File: config.mk
export PLATFORM = sky130hd
export DESIGN_NAME = terminal_escape_utf8_key_decoder
export DESIGN_NICKNAME = d
export VERILOG_FILES = /design/src/rtl/core/tekd_pkg.sv /design/src/rtl/core/terminal_escape_utf8_key_decoder.sv /design/src/rtl/core/tekd_ram.sv /design/src/rtl/core/tekd_front.sv /design/src/rtl/core/tekd_cmd_fifo.sv /design/src/rtl/core/tekd_back.sv
export SDC_FILE = /design/constraint.sdc
export NUM_CORES = 1
export LEC_CHECK = 0
export BUFFER_PORTS_ARGS = -buffer_cell sky130_fd_sc_hd__buf_2
export CAP_MARGIN = 10
export CORE_MARGIN = 4
export CORE_UTILIZATION = 41
export CTS_CLUSTER_DIAMETER = 30
export DETAILED_ROUTE_END_ITERATION = 12
export PLACE_DENSITY = 0.6
export RECOVER_POWER = 100
export SETUP_SLACK_MARGIN = 0.5
export SYNTH_ARGS = -nofsm -noshare
export SYNTH_HDL_FRONTEND = slang
export SYNTH_HIERARCHICAL = 1
export SYNTH_SLANG_ARGS = --single-unit
export TNS_END_PERCENT = 100
File: constraint.sdc
create_clock -name clk -period 7.2 [get_ports clk]
set_clock_uncertainty 0.2 [all_clocks]
set_input_delay 1.44 -clock clk [delete_from_list [all_inputs] [get_ports clk]]
set_output_delay 1.44 -clock clk [all_outputs]
set_load 0.05 [all_outputs]
File: src/rtl/core/tekd_pkg.sv
// Shared types, constants and lookup functions of the terminal key decoder.
`timescale 1ns / 1ps
package tekd_pkg;

  localparam int ESC_BODY_DEPTH_DEF = 16;
  // most key events one byte may cause; bounds the bytes of an end-of-write flush
  localparam int RESULT_LIMIT   = 16;
  localparam int FLUSH_W        = 4;
  localparam logic [FLUSH_W-1:0] FLUSH_MAX = FLUSH_W'(RESULT_LIMIT - 1);
  localparam int CMD_FIFO_DEPTH = 4;

  // stream bytes
  localparam logic [7:0] BYTE_ESC   = 8'h1B;
  localparam logic [7:0] BYTE_DEL   = 8'h7F;
  localparam logic [7:0] CHAR_BS    = 8'h08;
  localparam logic [7:0] INTRO_CSI  = 8'h5B;  // '['
  localparam logic [7:0] INTRO_SS3  = 8'h4F;  // 'O'
  localparam logic [7:0] SS3_P      = 8'h50;
  localparam logic [7:0] SS3_S      = 8'h53;
  localparam logic [7:0] FIN_UP     = 8'h41;
  localparam logic [7:0] FIN_DOWN   = 8'h42;
  localparam logic [7:0] FIN_RIGHT  = 8'h43;
  localparam logic [7:0] FIN_LEFT   = 8'h44;
  localparam logic [7:0] FIN_END    = 8'h46;
  localparam logic [7:0] FIN_HOME   = 8'h48;
  localparam logic [7:0] FIN_TILDE  = 8'h7E;
  localparam logic [7:0] CH_AT      = 8'h40;
  localparam logic [7:0] CH_Z       = 8'h5A;
  localparam logic [7:0] CH_0       = 8'h30;
  localparam logic [7:0] CH_9       = 8'h39;
  localparam logic [7:0] CH_SEMI    = 8'h3B;
  localparam logic [7:0] LEAD2_MASK = 8'hE0;
  localparam logic [7:0] LEAD2_TAG  = 8'hC0;
  localparam logic [7:0] LEAD3_MASK = 8'hF0;
  localparam logic [7:0] LEAD3_TAG  = 8'hE0;
  localparam logic [4:0] CSI_NUM_MAX = 5'd31;

  // scan codes
  localparam logic [4:0] SCAN_NONE        = 5'd0;
  localparam logic [4:0] SCAN_ARROW_UP    = 5'd1;
  localparam logic [4:0] SCAN_ARROW_DOWN  = 5'd2;
  localparam logic [4:0] SCAN_ARROW_RIGHT = 5'd3;
  localparam logic [4:0] SCAN_ARROW_LEFT  = 5'd4;
  localparam logic [4:0] SCAN_HOME_KEY    = 5'd5;
  localparam logic [4:0] SCAN_END_KEY     = 5'd6;
  localparam logic [4:0] SCAN_INS         = 5'd7;
  localparam logic [4:0] SCAN_DEL         = 5'd8;
  localparam logic [4:0] SCAN_PAGE_UP     = 5'd9;
  localparam logic [4:0] SCAN_PAGE_DOWN   = 5'd10;
  localparam logic [4:0] SCAN_F1          = 5'd11;
  localparam logic [4:0] SCAN_ESCAPE      = 5'd23;

  typedef struct packed {
    logic [7:0] byte_value;
    logic       end_of_write;
  } rx_item_t;

  typedef struct packed {
    logic [4:0]  scan_code;
    logic [15:0] unicode_char;
    logic        last_of_run;
  } key_item_t;

  // one queue entry: everything a single byte asks the back end to emit
  typedef struct packed {
    logic               esc_first;
    logic               has_event;
    logic [4:0]         scan;
    logic [15:0]        ch;
    logic               flush;
    logic [FLUSH_W-1:0] flush_cnt;
  } cmd_t;

  typedef enum logic [2:0] {
    BK_IDLE,
    BK_ESC_A,
    BK_EVENT,
    BK_FLUSH_ESC,
    BK_BYTE
  } back_state_t;

  function automatic logic [4:0] tilde_key(input logic [4:0] num);
    case (num)
      5'd1:    return SCAN_HOME_KEY;
      5'd2:    return SCAN_INS;
      5'd3:    return SCAN_DEL;
      5'd4:    return SCAN_END_KEY;
      5'd5:    return SCAN_PAGE_UP;
      5'd6:    return SCAN_PAGE_DOWN;
      5'd15:   return SCAN_F1 + 5'd4;
      5'd17:   return SCAN_F1 + 5'd5;
      5'd18:   return SCAN_F1 + 5'd6;
      5'd19:   return SCAN_F1 + 5'd7;
      5'd20:   return SCAN_F1 + 5'd8;
      5'd21:   return SCAN_F1 + 5'd9;
      5'd23:   return SCAN_F1 + 5'd10;
      5'd24:   return SCAN_F1 + 5'd11;
      default: return SCAN_NONE;
    endcase
  endfunction

  function automatic logic [4:0] csi_final(input logic [7:0] b, input logic has_num,
                                           input logic [4:0] num);
    case (b)
      FIN_UP:    return SCAN_ARROW_UP;
      FIN_DOWN:  return SCAN_ARROW_DOWN;
      FIN_RIGHT: return SCAN_ARROW_RIGHT;
      FIN_LEFT:  return SCAN_ARROW_LEFT;
      FIN_HOME:  return SCAN_HOME_KEY;
      FIN_END:   return SCAN_END_KEY;
      FIN_TILDE: return has_num ? tilde_key(num) : SCAN_NONE;
      default:   return SCAN_NONE;
    endcase
  endfunction

endpackage

File: src/rtl/core/terminal_escape_utf8_key_decoder.sv
// Top level of the terminal escape and UTF-8 key decoder.
// Takes one terminal byte per cycle unless rx_stall is high and produces key events (scan
// code or BMP character); last_of_run marks the final event caused by a byte. A bare ESC
// followed by a key yields an Esc event and then that key. When an escape is still open at
// end of write, the block emits Esc and then the held body bytes (up to 15), one per cycle
// read from the body RAM while key_stall allows, and takes no new byte until the back end
// has issued the last of them. A four-entry command queue separates byte intake from event
// output, so input keeps flowing while output is stalled until the queue fills. The body
// RAM needs no clearing after reset.
`timescale 1ns / 1ps
module terminal_escape_utf8_key_decoder import tekd_pkg::*; #(
  parameter int ESC_BODY_DEPTH = ESC_BODY_DEPTH_DEF
) (
  input  logic      clk,
  input  logic      rst,
  input  logic      rx_valid,
  output logic      rx_stall,
  input  rx_item_t  rx_item,
  output logic      key_valid,
  input  logic      key_stall,
  output key_item_t key_item
);

  localparam int AW = $clog2(ESC_BODY_DEPTH);

  logic          push;
  cmd_t          cmd;
  logic          pop;
  cmd_t          head;
  logic          fifo_empty;
  logic          fifo_full;
  logic          flush_done;
  logic          body_wr_en;
  logic [AW-1:0] body_wr_addr;
  logic [7:0]    body_wr_data;
  logic          body_rd_en;
  logic [AW-1:0] body_rd_addr;
  logic [7:0]    body_rd_data;

  tekd_front #(
    .ESC_BODY_DEPTH(ESC_BODY_DEPTH)
  ) u_front (
    .clk         (clk),
    .rst         (rst),
    .rx_valid    (rx_valid),
    .rx_stall    (rx_stall),
    .rx_item     (rx_item),
    .fifo_full   (fifo_full),
    .push        (push),
    .cmd         (cmd),
    .flush_done  (flush_done),
    .body_wr_en  (body_wr_en),
    .body_wr_addr(body_wr_addr),
    .body_wr_data(body_wr_data)
  );

  tekd_ram #(
    .WIDTH(8),
    .DEPTH(ESC_BODY_DEPTH)
  ) u_body_ram (
    .clk    (clk),
    .wr_en  (body_wr_en),
    .wr_addr(body_wr_addr),
    .wr_data(body_wr_data),
    .rd_en  (body_rd_en),
    .rd_addr(body_rd_addr),
    .rd_data(body_rd_data)
  );

  tekd_cmd_fifo u_cmd_fifo (
    .clk      (clk),
    .rst      (rst),
    .push     (push),
    .push_data(cmd),
    .pop      (pop),
    .head     (head),
    .empty    (fifo_empty),
    .full     (fifo_full)
  );

  tekd_back #(
    .ESC_BODY_DEPTH(ESC_BODY_DEPTH)
  ) u_back (
    .clk         (clk),
    .rst         (rst),
    .fifo_empty  (fifo_empty),
    .head        (head),
    .pop         (pop),
    .key_valid   (key_valid),
    .key_stall   (key_stall),
    .key_item    (key_item),
    .body_rd_en  (body_rd_en),
    .body_rd_addr(body_rd_addr),
    .body_rd_data(body_rd_data),
    .flush_done  (flush_done)
  );

endmodule

File: src/rtl/core/tekd_ram.sv
// Generic single-write, single-read RAM with registered read data.
`timescale 1ns / 1ps
module tekd_ram #(
  parameter int WIDTH = 8,
  parameter int DEPTH = 16,
  localparam int AW   = (DEPTH > 1) ? $clog2(DEPTH) : 1
) (
  input  logic             clk,
  input  logic             wr_en,
  input  logic [AW-1:0]    wr_addr,
  input  logic [WIDTH-1:0] wr_data,
  input  logic             rd_en,
  input  logic [AW-1:0]    rd_addr,
  output logic [WIDTH-1:0] rd_data
);

  logic [WIDTH-1:0] mem [DEPTH];

  always_ff @(posedge clk) begin
    if (wr_en) begin
      mem[wr_addr] <= wr_data;
    end
    if (rd_en) begin
      rd_data <= mem[rd_addr];
    end
  end

endmodule

File: src/rtl/core/tekd_front.sv
// Front end: byte intake, escape and UTF-8 state, command generation.
`timescale 1ns / 1ps
module tekd_front import tekd_pkg::*; #(
  parameter int ESC_BODY_DEPTH = ESC_BODY_DEPTH_DEF,
  localparam int AW    = $clog2(ESC_BODY_DEPTH),
  localparam int CNT_W = $clog2(ESC_BODY_DEPTH + 1)
) (
  input  logic          clk,
  input  logic          rst,
  input  logic          rx_valid,
  output logic          rx_stall,
  input  rx_item_t      rx_item,
  input  logic          fifo_full,
  output logic          push,
  output cmd_t          cmd,
  input  logic          flush_done,
  output logic          body_wr_en,
  output logic [AW-1:0] body_wr_addr,
  output logic [7:0]    body_wr_data
);

  localparam int CMP_W = (CNT_W > FLUSH_W) ? CNT_W : FLUSH_W;

  logic             esc_open, esc_open_next;
  logic [CNT_W-1:0] esc_count, esc_count_next;
  logic             ss3, ss3_next;
  logic [4:0]       csi_num, csi_num_next;
  logic             csi_has, csi_has_next;
  logic             csi_skip, csi_skip_next;
  logic [15:0]      utf_partial, utf_partial_next;
  logic [1:0]       utf_need, utf_need_next;
  logic [7:0]       utf_held, utf_held_next;
  logic             flush_wait;

  logic             accept;
  logic             wr_req;
  logic             do_plain;
  logic             esc_done;
  logic [4:0]       esc_scan;
  logic [8:0]       num_sum;
  logic [CNT_W-1:0] cnt_inc;
  logic [7:0]       b;
  logic             eow;

  assign b        = rx_item.byte_value;
  assign eow      = rx_item.end_of_write;
  // hold input while an end-of-write flush still reads the body RAM or the command queue is full
  assign rx_stall = flush_wait || fifo_full;
  assign accept   = rx_valid && !rx_stall;
  assign push     = accept && (cmd.esc_first || cmd.has_event || cmd.flush);

  assign body_wr_en   = accept && wr_req;
  assign body_wr_addr = AW'(esc_count);
  assign body_wr_data = b;

  always_comb begin
    esc_open_next    = esc_open;
    esc_count_next   = esc_count;
    ss3_next         = ss3;
    csi_num_next     = csi_num;
    csi_has_next     = csi_has;
    csi_skip_next    = csi_skip;
    utf_partial_next = utf_partial;
    utf_need_next    = utf_need;
    utf_held_next    = utf_held;
    cmd              = '0;
    wr_req           = 1'b0;
    do_plain         = 1'b0;
    esc_done         = 1'b0;
    esc_scan         = SCAN_NONE;
    cnt_inc          = esc_count + CNT_W'(1);
    num_sum          = {1'b0, csi_num, 3'b000} + {3'b000, csi_num, 1'b0} + {5'b00000, b[3:0]};

    if (utf_need == 2'd1) begin
      cmd.has_event    = 1'b1;
      cmd.ch           = utf_partial | {4'b0000, utf_held[5:0], 6'b000000}
                         | {10'b0, b[5:0]};
      utf_need_next    = 2'd0;
      utf_held_next    = 8'h00;
      utf_partial_next = 16'h0000;
    end else if (utf_need >= 2'd2) begin
      if (eow) begin
        // three-byte lead cut short: drop it, take this byte as new
        utf_need_next    = 2'd0;
        utf_partial_next = 16'h0000;
        do_plain         = 1'b1;
      end else begin
        utf_held_next = b;
        utf_need_next = 2'd1;
      end
    end else if (esc_open) begin
      if (esc_count == '0 && b != INTRO_CSI && b != INTRO_SS3) begin
        // bare ESC: Esc key, then the byte as usual
        cmd.esc_first  = 1'b1;
        esc_open_next  = 1'b0;
        esc_count_next = '0;
        csi_num_next   = 5'd0;
        csi_has_next   = 1'b0;
        csi_skip_next  = 1'b0;
        do_plain       = 1'b1;
      end else begin
        wr_req         = 1'b1;
        esc_count_next = cnt_inc;
        if (esc_count == '0) begin
          csi_num_next  = 5'd0;
          csi_has_next  = 1'b0;
          csi_skip_next = 1'b0;
          ss3_next      = (b == INTRO_SS3);
        end else if (ss3) begin
          esc_done = 1'b1;
          if (b >= SS3_P && b <= SS3_S) begin
            esc_scan = SCAN_F1 + 5'(b - SS3_P);
          end
        end else if (csi_skip) begin
          if (b == FIN_TILDE || (b >= CH_AT && b <= CH_Z)) begin
            esc_done = 1'b1;
            esc_scan = csi_final(b, csi_has, csi_num);
          end
        end else if (b >= CH_0 && b <= CH_9) begin
          csi_num_next = (num_sum > 9'(CSI_NUM_MAX)) ? CSI_NUM_MAX : num_sum[4:0];
          csi_has_next = 1'b1;
        end else if (b == CH_SEMI) begin
          csi_skip_next = 1'b1;
        end else begin
          esc_done = 1'b1;
          esc_scan = csi_final(b, csi_has, csi_num);
        end

        if (esc_done || cnt_inc >= CNT_W'(ESC_BODY_DEPTH)) begin
          if (esc_done && esc_scan != SCAN_NONE) begin
            cmd.has_event = 1'b1;
            cmd.scan      = esc_scan;
          end
          esc_open_next  = 1'b0;
          esc_count_next = '0;
          csi_num_next   = 5'd0;
          csi_has_next   = 1'b0;
          csi_skip_next  = 1'b0;
        end
      end
    end else begin
      do_plain = 1'b1;
    end

    if (do_plain) begin
      if (b == BYTE_ESC) begin
        esc_open_next  = 1'b1;
        esc_count_next = '0;
        csi_num_next   = 5'd0;
        csi_has_next   = 1'b0;
        csi_skip_next  = 1'b0;
      end else if (!b[7]) begin
        cmd.has_event = 1'b1;
        cmd.ch        = {8'h00, (b == BYTE_DEL) ? CHAR_BS : b};
      end else if ((b & LEAD2_MASK) == LEAD2_TAG) begin
        if (!eow) begin
          utf_partial_next = {5'b00000, b[4:0], 6'b000000};
          utf_held_next    = 8'h00;
          utf_need_next    = 2'd1;
        end
      end else if ((b & LEAD3_MASK) == LEAD3_TAG) begin
        if (!eow) begin
          utf_partial_next = {b[3:0], 12'h000};
          utf_held_next    = 8'h00;
          utf_need_next    = 2'd2;
        end
      end
    end

    // end of write with an escape still open: Esc plus the body as text
    if (eow && esc_open_next) begin
      cmd.flush      = 1'b1;
      cmd.flush_cnt  = (CMP_W'(esc_count_next) > CMP_W'(FLUSH_MAX)) ? FLUSH_MAX
                                                                     : FLUSH_W'(esc_count_next);
      esc_open_next  = 1'b0;
      esc_count_next = '0;
      csi_num_next   = 5'd0;
      csi_has_next   = 1'b0;
      csi_skip_next  = 1'b0;
    end
  end

  always_ff @(posedge clk) begin
    if (rst) begin
      esc_open    <= 1'b0;
      esc_count   <= '0;
      ss3         <= 1'b0;
      csi_num     <= 5'd0;
      csi_has     <= 1'b0;
      csi_skip    <= 1'b0;
      utf_partial <= 16'h0000;
      utf_need    <= 2'd0;
      utf_held    <= 8'h00;
    end else if (accept) begin
      esc_open    <= esc_open_next;
      esc_count   <= esc_count_next;
      ss3         <= ss3_next;
      csi_num     <= csi_num_next;
      csi_has     <= csi_has_next;
      csi_skip    <= csi_skip_next;
      utf_partial <= utf_partial_next;
      utf_need    <= utf_need_next;
      utf_held    <= utf_held_next;
    end
  end

  always_ff @(posedge clk) begin
    if (rst) begin
      flush_wait <= 1'b0;
    end else if (accept && cmd.flush) begin
      flush_wait <= 1'b1;
    end else if (flush_done) begin
      flush_wait <= 1'b0;
    end
  end

endmodule

File: src/rtl/core/tekd_cmd_fifo.sv
// Short command queue between the front and back ends.
`timescale 1ns / 1ps
module tekd_cmd_fifo import tekd_pkg::*; (
  input  logic clk,
  input  logic rst,
  input  logic push,
  input  cmd_t push_data,
  input  logic pop,
  output cmd_t head,
  output logic empty,
  output logic full
);

  localparam int PW = $clog2(CMD_FIFO_DEPTH);
  localparam int CW = $clog2(CMD_FIFO_DEPTH + 1);

  cmd_t          entries [CMD_FIFO_DEPTH];
  logic [PW-1:0] wr_ptr;
  logic [PW-1:0] rd_ptr;
  logic [CW-1:0] count;

  assign empty = (count == '0);
  assign full  = (count == CW'(CMD_FIFO_DEPTH));
  assign head  = entries[rd_ptr];

  always_ff @(posedge clk) begin
    if (push) begin
      entries[wr_ptr] <= push_data;
    end
  end

  always_ff @(posedge clk) begin
    if (rst) begin
      wr_ptr <= '0;
      rd_ptr <= '0;
      count  <= '0;
    end else begin
      if (push) begin
        wr_ptr <= (wr_ptr == PW'(CMD_FIFO_DEPTH - 1)) ? '0 : wr_ptr + PW'(1);
      end
      if (pop) begin
        rd_ptr <= (rd_ptr == PW'(CMD_FIFO_DEPTH - 1)) ? '0 : rd_ptr + PW'(1);
      end
      if (push && !pop) begin
        count <= count + CW'(1);
      end else if (pop && !push) begin
        count <= count - CW'(1);
      end
    end
  end

endmodule

File: src/rtl/core/tekd_back.sv
// Back end: walks each command and drives key events into the output register.
`timescale 1ns / 1ps
module tekd_back import tekd_pkg::*; #(
  parameter int ESC_BODY_DEPTH = ESC_BODY_DEPTH_DEF,
  localparam int AW = $clog2(ESC_BODY_DEPTH)
) (
  input  logic          clk,
  input  logic          rst,
  input  logic          fifo_empty,
  input  cmd_t          head,
  output logic          pop,
  output logic          key_valid,
  input  logic          key_stall,
  output key_item_t     key_item,
  output logic          body_rd_en,
  output logic [AW-1:0] body_rd_addr,
  input  logic [7:0]    body_rd_data,
  output logic          flush_done
);

  back_state_t        state, state_next;
  cmd_t               cur, cur_next;
  logic [FLUSH_W-1:0] idx, idx_next;
  logic [FLUSH_W-1:0] idx_inc;
  logic               out_free;
  logic               emit;
  logic               fin;
  key_item_t          item;

  assign out_free = !key_valid || !key_stall;
  assign idx_inc  = idx + FLUSH_W'(1);

  always_comb begin
    state_next   = state;
    cur_next     = cur;
    idx_next     = idx;
    pop          = 1'b0;
    emit         = 1'b0;
    fin          = 1'b0;
    item         = '0;
    body_rd_en   = 1'b0;
    body_rd_addr = '0;
    flush_done   = 1'b0;

    case (state)
      BK_IDLE: begin
      end
      BK_ESC_A: begin
        if (out_free) begin
          emit           = 1'b1;
          item.scan_code = SCAN_ESCAPE;
          if (cur.has_event) begin
            state_next = BK_EVENT;
          end else if (cur.flush) begin
            state_next = BK_FLUSH_ESC;
          end else begin
            fin = 1'b1;
          end
        end
      end
      BK_EVENT: begin
        if (out_free) begin
          emit              = 1'b1;
          item.scan_code    = cur.scan;
          item.unicode_char = cur.ch;
          if (cur.flush) begin
            state_next = BK_FLUSH_ESC;
          end else begin
            fin = 1'b1;
          end
        end
      end
      BK_FLUSH_ESC: begin
        if (out_free) begin
          emit           = 1'b1;
          item.scan_code = SCAN_ESCAPE;
          if (cur.flush_cnt != '0) begin
            // prefetch body byte 0 for the BK_BYTE state
            body_rd_en = 1'b1;
            idx_next   = '0;
            state_next = BK_BYTE;
          end else begin
            fin        = 1'b1;
            flush_done = 1'b1;
          end
        end
      end
      BK_BYTE: begin
        if (out_free) begin
          emit              = 1'b1;
          item.unicode_char = {8'h00, body_rd_data};
          if (idx_inc < cur.flush_cnt) begin
            idx_next     = idx_inc;
            body_rd_en   = 1'b1;
            body_rd_addr = AW'(idx_inc);
          end else begin
            fin        = 1'b1;
            flush_done = 1'b1;
          end
        end
      end
      default: begin
        state_next = BK_IDLE;
      end
    endcase

    item.last_of_run = fin;

    if ((state == BK_IDLE || fin) && !fifo_empty) begin
      pop      = 1'b1;
      cur_next = head;
      if (head.esc_first) begin
        state_next = BK_ESC_A;
      end else if (head.has_event) begin
        state_next = BK_EVENT;
      end else begin
        state_next = BK_FLUSH_ESC;
      end
    end else if (fin) begin
      state_next = BK_IDLE;
    end
  end

  always_ff @(posedge clk) begin
    if (rst) begin
      state <= BK_IDLE;
    end else begin
      state <= state_next;
    end
  end

  always_ff @(posedge clk) begin
    cur <= cur_next;
    idx <= idx_next;
  end

  always_ff @(posedge clk) begin
    if (rst) begin
      key_valid <= 1'b0;
    end else if (out_free) begin
      key_valid <= emit;
    end
  end

  always_ff @(posedge clk) begin
    if (out_free && emit) begin
      key_item <= item;
    end
  end

endmodule

=== After elaboration in Yosys (flattened, before gate mapping) ===
Memories as Yosys holds them, arrays and structs flattened. A register that Yosys moved wholly into a read port is not among the register bits.
Cells that the tools add are included.

* Bitwise logic cells: 5
* Reduce and logical (&&, ||, !) cells: 42
* $add $sub $neg: 10
* $lt $le $gt $ge: 11
* Equal/unequal tests: 32
* Mux-type cells: 193

{| class="wikitable"
|+ Operator list
! kind !! number
|-
| 16-bit two-way mux || 14
|-
| 5-bit two-way mux || 41
|-
| 1-bit two-way mux || 80
|-
| 8-bit two-way mux || 10
|-
| 8-bit by 7-bit == test with 1-bit output (second input constant) || 9
|-
| 5-bit one-hot mux with 7 select lines || 2
|-
| 3-bit two-way mux || 11
|-
| 4-bit two-way mux || 8
|-
| 16-bit one-hot mux with 2 select lines || 1
|-
| 2-bit two-way mux || 13
|-
| 21-bit two-way mux || 1
|-
| 7-bit two-way mux || 3
|-
| 6-bit two-way mux || 3
|-
| 8-bit by 7-bit >= comparator with 1-bit output (second input constant) || 2
|-
| 8-bit by 7-bit less-or-equal comparator with 1-bit output (second input constant) || 2
|-
| 4-bit by 1-bit != test with 1-bit output (second input constant) || 4
|-
| 8-bit by 7-bit != test with 1-bit output (second input constant) || 2
|-
| 16-bit by 12-bit OR with 16-bit output || 1
|-
| 16-bit by 6-bit OR with 16-bit output || 1
|-
| 1-bit logical AND || 15
|-
| 3-bit one-hot mux with 4 select lines || 1
|-
| 5-bit one-hot mux with 2 select lines || 1
|-
| 5-bit AND reduction || 2
|-
| 8-bit by 6-bit adder with 9-bit output || 1
|-
| other kinds (39) || 65
|}

* Flip-flop bits (word level): 105
* Memory bits (read-only): 320
* Logic and storage cells: 321
* Memory bits (writable): 240
* Input bits: 13
* Memories kept: 4

{| class="wikitable"
|+ Memory list
! memory !! depth !! width !! read ports !! clocked after memory_dff !! write ports !! RTL line !! source
|-
| (name not given) || 32 || 5 || 1 || 1 || 0 || tekd_pkg.sv:83 || <nowiki>case (num)</nowiki>
|-
| (name not given) || 32 || 5 || 1 || 1 || 0 || tekd_pkg.sv:83 ||
|-
| u_body_ram.mem || 16 || 8 || 1 || 1 || 1 || tekd_ram.sv:17 || <nowiki>logic [WIDTH-1:0] mem [DEPTH];</nowiki>
|-
| u_cmd_fifo.entries || 4 || 28 || 1 || 1 || 1 || tekd_cmd_fifo.sv:17 || <nowiki>cmd_t entries [CMD_FIFO_DEPTH];</nowiki>
|}

=== Longest topological paths before layout ===
Gate-level depths: netlist of run 1.

* Word-level depth: 29
* Mapped depth: 19
* Gate-level depth less buffers: 17

=== By module ===
Netlist of run 1, hierarchy kept.

{| class="wikitable"
|+ Modules (own cells, without submodules)
! module !! cells each !! instances !! area an instance (µm²) !! sequential area each (µm²)
|-
| tekd_ram || 229 || 1 || 5227.5 || 4083.9
|-
| tekd_cmd_fifo || 190 || 1 || 4530.6 || 3543.4
|-
| tekd_front || 451 || 1 || 3462.1 || 880.8
|-
| tekd_back || 171 || 1 || 2353.5 || 1671.6
|}

=== Worst setup path before layout of run 1 ===
Ideal clock, no wire load.

* Path type: input -> register
* Start point: input rx_item[4] in the netlist's numbering
* End point: register (tool-made name)
* Data required time: 6878 ps
* Setup time: 122 ps
* Arrival: 5003 ps
* Cell stages on the path: 17
* Buffers on the path: 2
* Path slack: 1875 ps
* Cells stage by stage: buf_2 > clkbuf_1 > inv_1 > fa_1 > inv_1 > ha_1 > a21oi_1 > nor3_1 > o211ai_1 > o21ai_0 > a311o_1 > nor2_1 > inv_1 > ha_1 > o21bai_1 > o2bb2ai_2 > a221o_1

{| class="wikitable"
|+ RTL lines
! element !! RTL line !! source
|-
| start: declaration || terminal_escape_utf8_key_decoder.sv:18 || <nowiki>input rx_item_t rx_item,</nowiki>
|}

==> results of run 1 <==
-- layer usage --
layer | vias up | track usage (%) | share of wire, %
li1 | 4204 | - | -
met1 | 4615 | 23.07 | 44
met2 | 343 | 26.30 | 46
met3 | 73 | 4.632 | 6.8
met5 | - | 0 | 0
met4 | 0 | 6.183 | 2.6
-- synth_stat cells (all sizes together) (8+ instances only) --
| library cell | instances | area [µm²] |
|---|---|---|
| ha | 31 | 387.9 |
| nor2b | 8 | 50.05 |
| dfxtp | 57 | 1141 |
| a21oi | 49 | 249.0 |
| and2 | 30 | 188.9 |
| clkbuf | 20 | 75.07 |
| mux4 | 60 | 1434 |
| a22oi | 39 | 306.5 |
| nand2 | 50 | 190.2 |
| o21ai | 31 | 158.9 |
| inv | 46 | 172.7 |
| nand3 | 16 | 80.08 |
| edfxtp | 301 | 9039 |
| nor2 | 90 | 340.3 |
| buf | 34 | 271.5 |
| nor3 | 23 | 131.4 |
| o21a | 9 | 76.32 |
| and3 | 15 | 93.84 |
-- power breakdown --
part | switching [mW] | internal [mW] | total (mW)
sequential | 0.100 | 2.54 | 2.64
combinational | 0.659 | 0.261 | 0.920
clock | 1.10 | 2.51 | 3.61
-- per-stage QoR --
step	setup slack, ns	util, %	instances
after global placement	1.485	43.10	1549
final	1.149	49.96	1691
after CTS	1.858	50.32	1691
after detailed placement	1.248	43.10	1549
after global routing	0.8187	49.96	1691
after floorplan	1.875	-	1041
-- path summary, 6_finish.rpt --
check | slack, ns | from | cells after the start | to
setup / recovery | 1.15 | rx_item[1] | 11 | u_cmd_fifo/entries[0][19]$_DFFE_PP_
hold / removal | 0.28 | u_front/utf_partial[1]$_SDFFE_PP0P_ | 1 | u_front/utf_partial[1]$_SDFFE_PP0P_
setup reg to reg | 1.40 | u_back/idx[0]$_SDFFCE_PN0P_ | 12 | u_body_ram/rd_data[4]$_DFFE_PP_
hold reg to reg | 0.28 | u_front/utf_partial[1]$_SDFFE_PP0P_ | 1 | u_front/utf_partial[1]$_SDFFE_PP0P_
-- logic make-up (layout without fill, tap and decap cells) --
family          count (synthesis)  count (layout)  share of synthesized area [%]
compound gates                196             196                          9.014
buf+inv                       103             242                          3.527
fa+ha+maj                      34              34                          2.876
xor+xnor                        9               9                         0.5062
flops                         358             358                          65.37
mux                            66              66                          9.593
simple gates                  275             275                          9.119
-- flip-flops by register name, indices dropped and copies added, names as in the netlist, named ones only --
signal,cells
u_front/esc_open,1
u_front/csi_has,1
u_body_ram/mem,128
u_front/ss3,1
u_front/csi_num,5
u_back/key_item,22
u_front/utf_need,2
u_back/idx,4
u_cmd_fifo/wr_ptr,2
u_front/csi_skip,1
u_front/esc_count,5
u_front/flush_wait,1
u_back/state,3
u_back/cur,27
u_cmd_fifo/count,3
u_front/utf_partial,16
u_body_ram/rd_data,8
u_cmd_fifo/entries,112
u_back/key_valid,1
u_front/utf_held,6
u_cmd_fifo/rd_ptr,2
-- worst max-delay path, stage by stage --
cell,delay [ns]
clkbuf_1,0.96
inv_1,0.17
ha_1,0.36
nor3_1,0.20
o21ai_0,0.10
a22o_1,0.35
or2b_1,0.30
o31ai_1,0.70
o31a_1,0.36
and2_0,0.89
buf_12,0.26
-- final cells by class --
cell class / instances / share of cell area (%)
clock buffers: 93 / 11.26
clock inverters: 49 / 3.186
inverters: 46 / 0.9197
multi-input cells: 580 / 25.66
flip-flops and latches: 358 / 54.23
well taps: 511 / 3.406
repair buffers: 54 / 1.346
==> impl_metrics.ini, run 1 <==
[global_routing]
grt_pass1_wl_mm = 53.83
grt_overflow = 0
grt_pass1_vias = 9210
grt_max_degree = 44
grt_usage_pct = 16.94
antenna_found_initial = 0

[synthesis]
ys_seq_area_share_pct = 65.37
ys_ff_latch = 358
syn-num-nets = 1088
synth_edf_count = 301
yosys_warnings = 6
synthDistinctLibCells = 95
avgSynthCellArea_um2 = 14.96
synth_area_um2 = 15570
synthFlopType = edfxtp_1
async_flop_share_pct = 0
netlist_instances = 1041

[floorplan]
die_area_um2 = 41170
dieHeight_um = 202.9
die_x_um = 202.9
rows = 71
initial_utilization_pct = 41.44
ios = 37
core-area_um2 = 37580

[clocking]
hold_buffers = 0
clockBufferDepth = 3
cts_num_sinks = 358
cts_resized = 0
clock_latency_ns = 0.58
numCtsBuffers = 78
cts_root_buf = clkbuf_16
cts_tree = built
post_cts_buffers = 0
clkTransAtPathRegs_ns = 0.04
ctsHtreeMaxLevel = 3

[run]
drv_cap = 6

[pwr]
p_leak_nw = 6.466
powerDensity_nw_per_um2 = 381.7
total_power_mw = 7.167
irDropWorstVdd_mv = 0.2121

[finish]
final_cell_mix = edfxtp_1 (301), nor2_1 (89), clkbuf_16 (82), dfxtp_1 (56), clkbuf_1 (53)
antenna_cells = 0
final_common_cell = edfxtp_1
final.fill_count = 3154
ff_latch_area_um2 = 10180
drive_gt1_share_pct = 16.69
area_delta_synth_final_pct = 20.55
finalInstanceArea_um2 = 18770
multiInputGateArea_um2 = 4817
nNetsFinal = 1165

[sta]
hold_slack_ns = 0.2802
fin_tns_setup_ns = 0
relSlewSlack_pct = -65.87
setup_viol = 0
fmax_ghz = 0.1653
rsz0062_at_grt = false
hold_viol_final = 0
fin_crit_ns = 6.051
slew_violations = 166
worst_slew_pin_slew_ns = 2.479
fin_crit_sh_pct = 84.04

[critical_path]
end_kind = flop
crit_arrival_ns = 6.12
crit_fanout = 26
critPathKind = input port to flop
required_ns = 7.27
critical_path.startpoint_type = input port

[drt]
ant_nets = 0
drt_drc_violations_left = 0
dr.pass1.iters = 7
detail_route.wl_per_cell_um = 20.73
dr_total_vias = 9235
via_per_inst = 5.461
drt-initial-drc-count = 698
routed_wl_mm = 35.06

[status]
status = complete, but fails checks
violations = capacitance limit, slew limit

[place]
gp_congestion = 0.8851
io_buffer_count = 36
post-dp-hpwl_mm = 21.92
dpl-instance-area_um2 = 16200

[min_path]
hold_class = flop to flop
No activity file was read; power rests on OpenSTA's default activity.
==> inputs of run 2 (changes only) <==
Settings changed: PLACE_DENSITY 0.6 to 0.62.
Clock period 7.2 ns to 5.4 ns, I/O delays scaled along.
==> run 2 against run 1 <==
Effect of this change:
- the run still ends with capacitance limit, slew limit left
- cell count is 1.0% higher
- critical path depth increased by 6
- first-iteration DRC count up 3.6%
- flip-flop and latch count stayed put
- design area barely moved
- clock power is 26% higher
- sequential power up 33%
- count of clock-buffer cells in the layout down 6
- die area is the same
- total power increased by 30%
- non-clock buffer count increased by 17
- critical endpoint is now u_cmd_fifo/count[2]$_SDFFE_PP0P_
- largest cell class unchanged
==> impl_metrics.ini, run 2 (synthesis gave the netlist of run 1 again) <==
[drt]
drt-initial-drc-count = 723
drt_drc_violations_left = 0
ant_nets = 0
dr_total_vias = 9213
dr.pass1.iters = 5
routed_wl_mm = 34.37
detail_route.wl_per_cell_um = 20.12
via_per_inst = 5.394

[critical_path]
critical_path.startpoint_type = input port
critPathKind = input port to flop
crit_family = simple AND/OR/NAND/NOR gates
worst-r2r-setup-slack_ns = 0.80
crit_arrival_ns = 5.01
cp_num_cells = 17
r2r-end = u_cmd_fifo/rd_ptr[0]$_SDFFE_PP0P_
end_kind = flop
crit_fanout = 11
crit_end = u_cmd_fifo/count[2]$_SDFFE_PP0P_
cpPeakStageDelay_ns = 0.58
reg2reg_depth = 13
cp-startpoint = rx_item[3]
crit_chain = clkbuf_1 > and4_1 > and2_0 > nand3_1 > nor2_1 > a21oi_1 > o22a_1 > nor4b_1 > o31ai_1 > clkbuf_1 > o31a_1 > ha_1 > inv_1 > fa_1 > xor2_1 > or3_1 > a21oi_1
required_ns = 5.66
reg2reg_from = u_back/idx[0]$_SDFFCE_PN0P_
critical_path_buf_inv_count = 3
slowest_stage = clkbuf_1

[global_routing]
grt_max_degree = 35
grt_usage_pct = 16.75
grt_overflow = 0
antenna_found_initial = 0
grt_pass1_vias = 9307
grt_pass1_wl_mm = 53.39

[clocking]
cts_resized = 0
ctsHtreeMaxLevel = 3
cts_tree = built
cts_num_sinks = 358
numCtsBuffers = 77
hold_buffers = 0
clkTransAtPathRegs_ns = 0.04
post_cts_buffers = 0
clock_latency_ns = 0.56
cts_root_buf = clkbuf_16
clockBufferDepth = 3

[sta]
rsz0062_at_grt = false
fin_tns_setup_ns = 0
fin_crit_ns = 4.743
worst_slew_pin_slew_ns = 1.833
hold_viol_final = 0
setup_viol = 0
fin_crit_sh_pct = 87.83
relSlewSlack_pct = -22.39
fmax_ghz = 0.2108
slew_violations = 59

[floorplan]
rows = 71
dieHeight_um = 202.9
core-area_um2 = 37580
ios = 37
initial_utilization_pct = 41.44
die_x_um = 202.9
die_area_um2 = 41170

[pwr]
total_power_mw = 9.283
irDropWorstVdd_mv = 0.3166
p_leak_nw = 6.456
powerDensity_nw_per_um2 = 494.4

[finish]
final_cell_mix = edfxtp_1 (301), nor2_1 (88), clkbuf_16 (78), clkbuf_1 (57), dfxtp_1 (57)
final_common_cell = edfxtp_1
largest_register_ffs = 128
top_regs = u_body_ram/mem (128), u_cmd_fifo/entries (112), u_back/cur (27)
post-route-util_pct = 49.97
antenna_cells = 0
nNetsFinal = 1181
drive_gt1_share_pct = 18.05
area_delta_synth_final_pct = 20.58
regMostFlops = u_body_ram/mem

[place]
io_buffer_count = 36
gp_congestion = 0.8670
post-dp-hpwl_mm = 21.97

[status]
violations = capacitance limit, slew limit
status = complete, but fails checks

[min_path]
hold_class = flop to flop

[run]
drv_cap = 2
-- run 2: power by group --
group	switching, mW	total, mW	internal, mW
sequential	0.137	3.52	3.38
combinational	0.863	1.21	0.350
clock	1.50	4.55	3.05
-- run 2: how the worst min path moves through the flow --
stage | depth (start not counted) | end | startpoint
after floorplan | 2 | u_front/utf_partial[14]$_SDFFE_PP0P_ | u_front/utf_partial[14]$_SDFFE_PP0P_
after global placement | 1 | u_front/utf_partial[3]$_SDFFE_PP0P_ | u_front/utf_partial[3]$_SDFFE_PP0P_
after detailed placement | 1 | u_front/utf_partial[4]$_SDFFE_PP0P_ | u_front/utf_partial[4]$_SDFFE_PP0P_
after CTS | 1 | u_front/utf_partial[4]$_SDFFE_PP0P_ | u_front/utf_partial[4]$_SDFFE_PP0P_
after global routing | 1 | u_front/utf_partial[0]$_SDFFE_PP0P_ | u_front/utf_partial[0]$_SDFFE_PP0P_
final | 1 | u_front/utf_partial[4]$_SDFFE_PP0P_ | u_front/utf_partial[4]$_SDFFE_PP0P_
-- run 2: per-stage QoR --
step / hold slack, ns / instances / instance area, µm² / setup slack [ns]
3_3_place_gp: 0.2657 / 1566 / 16340 / 0.4745
5_1_grt: 0.2909 / 1708 / 18780 / 0.3407
3_5_place_dp: 0.2666 / 1566 / 16340 / 0.3768
4_1_cts: 0.2809 / 1708 / 18920 / 0.9182
2_1_floorplan: 0.2455 / 1041 / 15570 / 0.5394
6_report: 0.2816 / 1708 / 18780 / 0.6572
-- run 2: final cells by class --
cell class | instances | area [µm²]
timing repair buffer | 71 | 377.9
clock inverter | 55 | 586.8
inverter | 46 | 172.7
clock buffer | 87 | 1986
sequential | 358 | 10180
fill | 3160 | 18800
tap | 511 | 639.4
multi-input combinational | 580 | 4836
-- run 2: layer usage --
metal  up-vias  part of all wire, %  global-route usage, %
met5         -                    0                      0
li1       4247                    -                      -
met3        62                  5.7                  3.210
met4         0                  2.4                  6.038
met2       308                   47                  26.37
met1      4596                   45                  23.45
==> inputs of run 3 (changes only) <==
Settings changed: ABC_AREA set to 1, PLACE_DENSITY 0.62 to not set, PLACE_DENSITY_LB_ADDON set to 0.1.
==> run 3 against run 2 <==
Effect of this change:
- setup slack improved by 0.20 ns
- cell count increased by 36%
- critical path type is now flop to flop
- maximum frequency rose by 4.5%
- the flow still finishes with violations (capacitance limit, slew limit)
- count of clock-buffer cells in the layout rose by 3
- flip-flop and latch count unchanged
- die area up 5.9%
- sequential power barely moved
==> impl_metrics.ini, run 3 <==
[pwr]
netSwitchingFraction_pct = 28.80
p_int_mw = 7.111
p_leak_nw = 7.797
power_frac_seq_pct = 35.2
p_sw_mw = 2.876
p_comb_share_pct = 15.9
irDropWorstVdd_mv = 0.2011
powerDensity_nw_per_um2 = 504.7
clock_power_share_pct = 48.9

[drt]
drt-initial-drc-count = 873
routed_wl_mm = 41.45
drt_drc_violations_left = 0
via_per_inst = 5.024
ant_nets = 0
dr.pass1.iters = 5
detail_route.wl_per_cell_um = 17.89
dr_total_vias = 11640

[floorplan]
die_area_um2 = 43590
core-area_um2 = 39820
rows = 73
ios = 37
die_x_um = 208.8
dieHeight_um = 208.8
initial_utilization_pct = 41.50

[clocking]
cts_num_sinks = 358
cts_root_buf = clkbuf_16
cts_resized = 0
clkTransAtPathRegs_ns = 0.05
clock_latency_ns = 0.58
hold_buffers = 0
numCtsBuffers = 80
ctsHtreeMaxLevel = 3
cts_tree = built
clockBufferDepth = 3
post_cts_buffers = 0

[global_routing]
grt_usage_pct = 18.88
grt_overflow = 0
grt_pass1_vias = 11520
antenna_found_initial = 2
grt_pass1_wl_mm = 64.97
grt_max_degree = 65

[critical_path]
worst-r2r-setup-slack_ns = 0.86
reg2reg_from = u_back/idx[0]$_SDFFCE_PN0P_
crit_family = simple AND/OR/NAND/NOR gates
crit_arrival_ns = 4.65
end_kind = flop
reg2reg_depth = 15
critical_path.startpoint_type = flop
cpPeakStageDelay_ns = 1.14
required_ns = 5.51
r2r-end = u_body_ram/rd_data[6]$_DFFE_PP_
critPathKind = flop to flop
crit_chain = ha_1 > xnor2_1 > inv_1 > ha_1 > nand2_1 > inv_1 > nand2_1 > nand3_1 > nor3_1 > clkbuf_2 > nand2_1 > nand3_1 > nand3_1 > nand3_1 > nand2_1
crit_fanout = 64
slowest_stage = clkbuf_2
critical_path_buf_inv_count = 3

[finish]
regMostFlops = u_body_ram/mem
nNetsFinal = 1771
top_regs = u_body_ram/mem (128), u_cmd_fifo/entries (112), u_back/cur (27)
final_common_cell = nand2_1
drive_gt1_share_pct = 12.33
antenna_cells = 0
area_delta_synth_final_pct = 19.71
largest_register_ffs = 128
final_cell_mix = nand2_1 (362), edfxtp_1 (301), inv_1 (202), nor2_1 (145), nand3_1 (143)
final.fill_count = 3678
finalInstanceArea_um2 = 19790
final_cells = 2317

[synthesis]
avgSynthCellArea_um2 = 10.08
yosysTopAreaCell = edfxtp_1
syn-num-nets = 1686
yosys_warnings = 6
async_flop_share_pct = 0
ys_ff_latch = 358
netlist_instances = 1639
synthFlopType = edfxtp_1
synth_area_leaders = edfxtp_1 (55%), nand2_1 (8.1%), dfxtp_1 (6.9%)
synth_area_um2 = 16530
ys_seq_area_share_pct = 61.59
ys_top_cells_by_count = nand2_1 (355), edfxtp_1 (301), inv_1 (199), nand3_1 (142), nor2_1 (141)
synthDistinctLibCells = 51
synth_edf_count = 301
synth_top_area_share_pct = 54.69
yosysMostFrequentCell = nand2_1

[sta]
fin_crit_sh_pct = 84.04
hold_slack_ns = 0.2477
relSlewSlack_pct = -15.03
fin_tns_setup_ns = 0
fin_crit_ns = 4.538
worst_slew_pin_slew_ns = 1.724
setup_viol = 0
rsz0062_at_grt = false
hold_viol_final = 0
fmax_ghz = 0.2203
slew_violations = 86

[run]
drv_cap = 2

[status]
status = complete, but fails checks
violations = capacitance limit, slew limit

[place]
io_buffer_count = 36
gp_congestion = 0.8684
post-dp-hpwl_mm = 26.42
dpl-instance-area_um2 = 17220
dp_cells = 2167

[min_path]
hold_depth = 2
hold_class = flop to flop
worst_hold_path.endpoint = u_front/utf_partial[2]$_SDFFE_PP0P_
worstHoldStart = u_front/utf_partial[2]$_SDFFE_PP0P_
-- run 3: stage by stage --
| stage | power (mW) | worst slack [ns] | util, % |
|---|---|---|---|
| floorplan | 4.746 | 1.200 | - |
| global placement | 5.204 | 0.7599 | 43.24 |
| detailed placement | 5.212 | 0.7004 | 43.24 |
| CTS | 10.16 | 1.308 | 50.19 |
| global route | 10.43 | 0.4704 | 49.69 |
| finish | 9.987 | 0.8616 | 49.69 |
-- run 3: worst max path at each step --
stage / start / to / slack [ns] / cells after the start
after CTS: rx_item[1] / u_cmd_fifo/count[2]$_SDFFE_PP0P_ / 1.31 / 27
after global routing: rx_item[7] / flop / 0.47 / 24
after global placement: rx_item[1] / u_cmd_fifo/count[2]$_SDFFE_PP0P_ / 0.76 / 27
after detailed placement: rx_item[1] / u_cmd_fifo/count[2]$_SDFFE_PP0P_ / 0.70 / 27
final: u_back/idx[0]$_SDFFCE_PN0P_ / u_body_ram/rd_data[6]$_DFFE_PP_ / 0.86 / 15
after floorplan: rx_item[4] / flop / 1.20 / 20
-- run 3: area by class of cell --
type,instances,area [µm²],share of cell area [%]
Sequential cell,358,10180,51.45
Multi-Input combinational cell,986,4989,25.21
Clock buffer,90,2081,10.52
Inverter,227,855.8,4.325
Clock inverter,60,689.4,3.484
Tap cell,525,656.9,3.320
Timing Repair Buffer,71,335.3,1.695
-- run 3: layer usage --
metal	GRT usage, %	up-vias	wire length, µm
li1	-	5717	-
met3	4.113	64	2390
met5	0	-	0
met1	26.72	5569	19590
met4	5.603	0	752
met2	29.43	291	18710
-- run 3: power by group through the flow --
stage | Sequential, mW | Combinational, mW | Clock [mW]
after floorplan | 3.87 | 0.879 | 0
after global placement | 3.55 | 1.65 | 0
after detailed placement | 3.56 | 1.66 | 0
after CTS | 3.51 | 1.66 | 4.98
after global routing | 3.55 | 1.76 | 5.13
final | 3.52 | 1.58 | 4.89
-- run 3: kinds of logic after synthesis --
kind of cell               after synthesis  synth area share, %
and+or+nand+nor                        725                19.91
DFF                                    358                61.59
buffers and inverters                  295                7.827
AOI/OAI and AO/OA                      220                7.593
adders and majority gates               34                2.710
xor gates and xnor gates                 7               0.3709
-- run 3: worst min-delay path, stage by stage, from the launching register on --
cell and delay (ns):
dfxtp_1 0.30, nand2_1 0.06, nor2_1 0.04
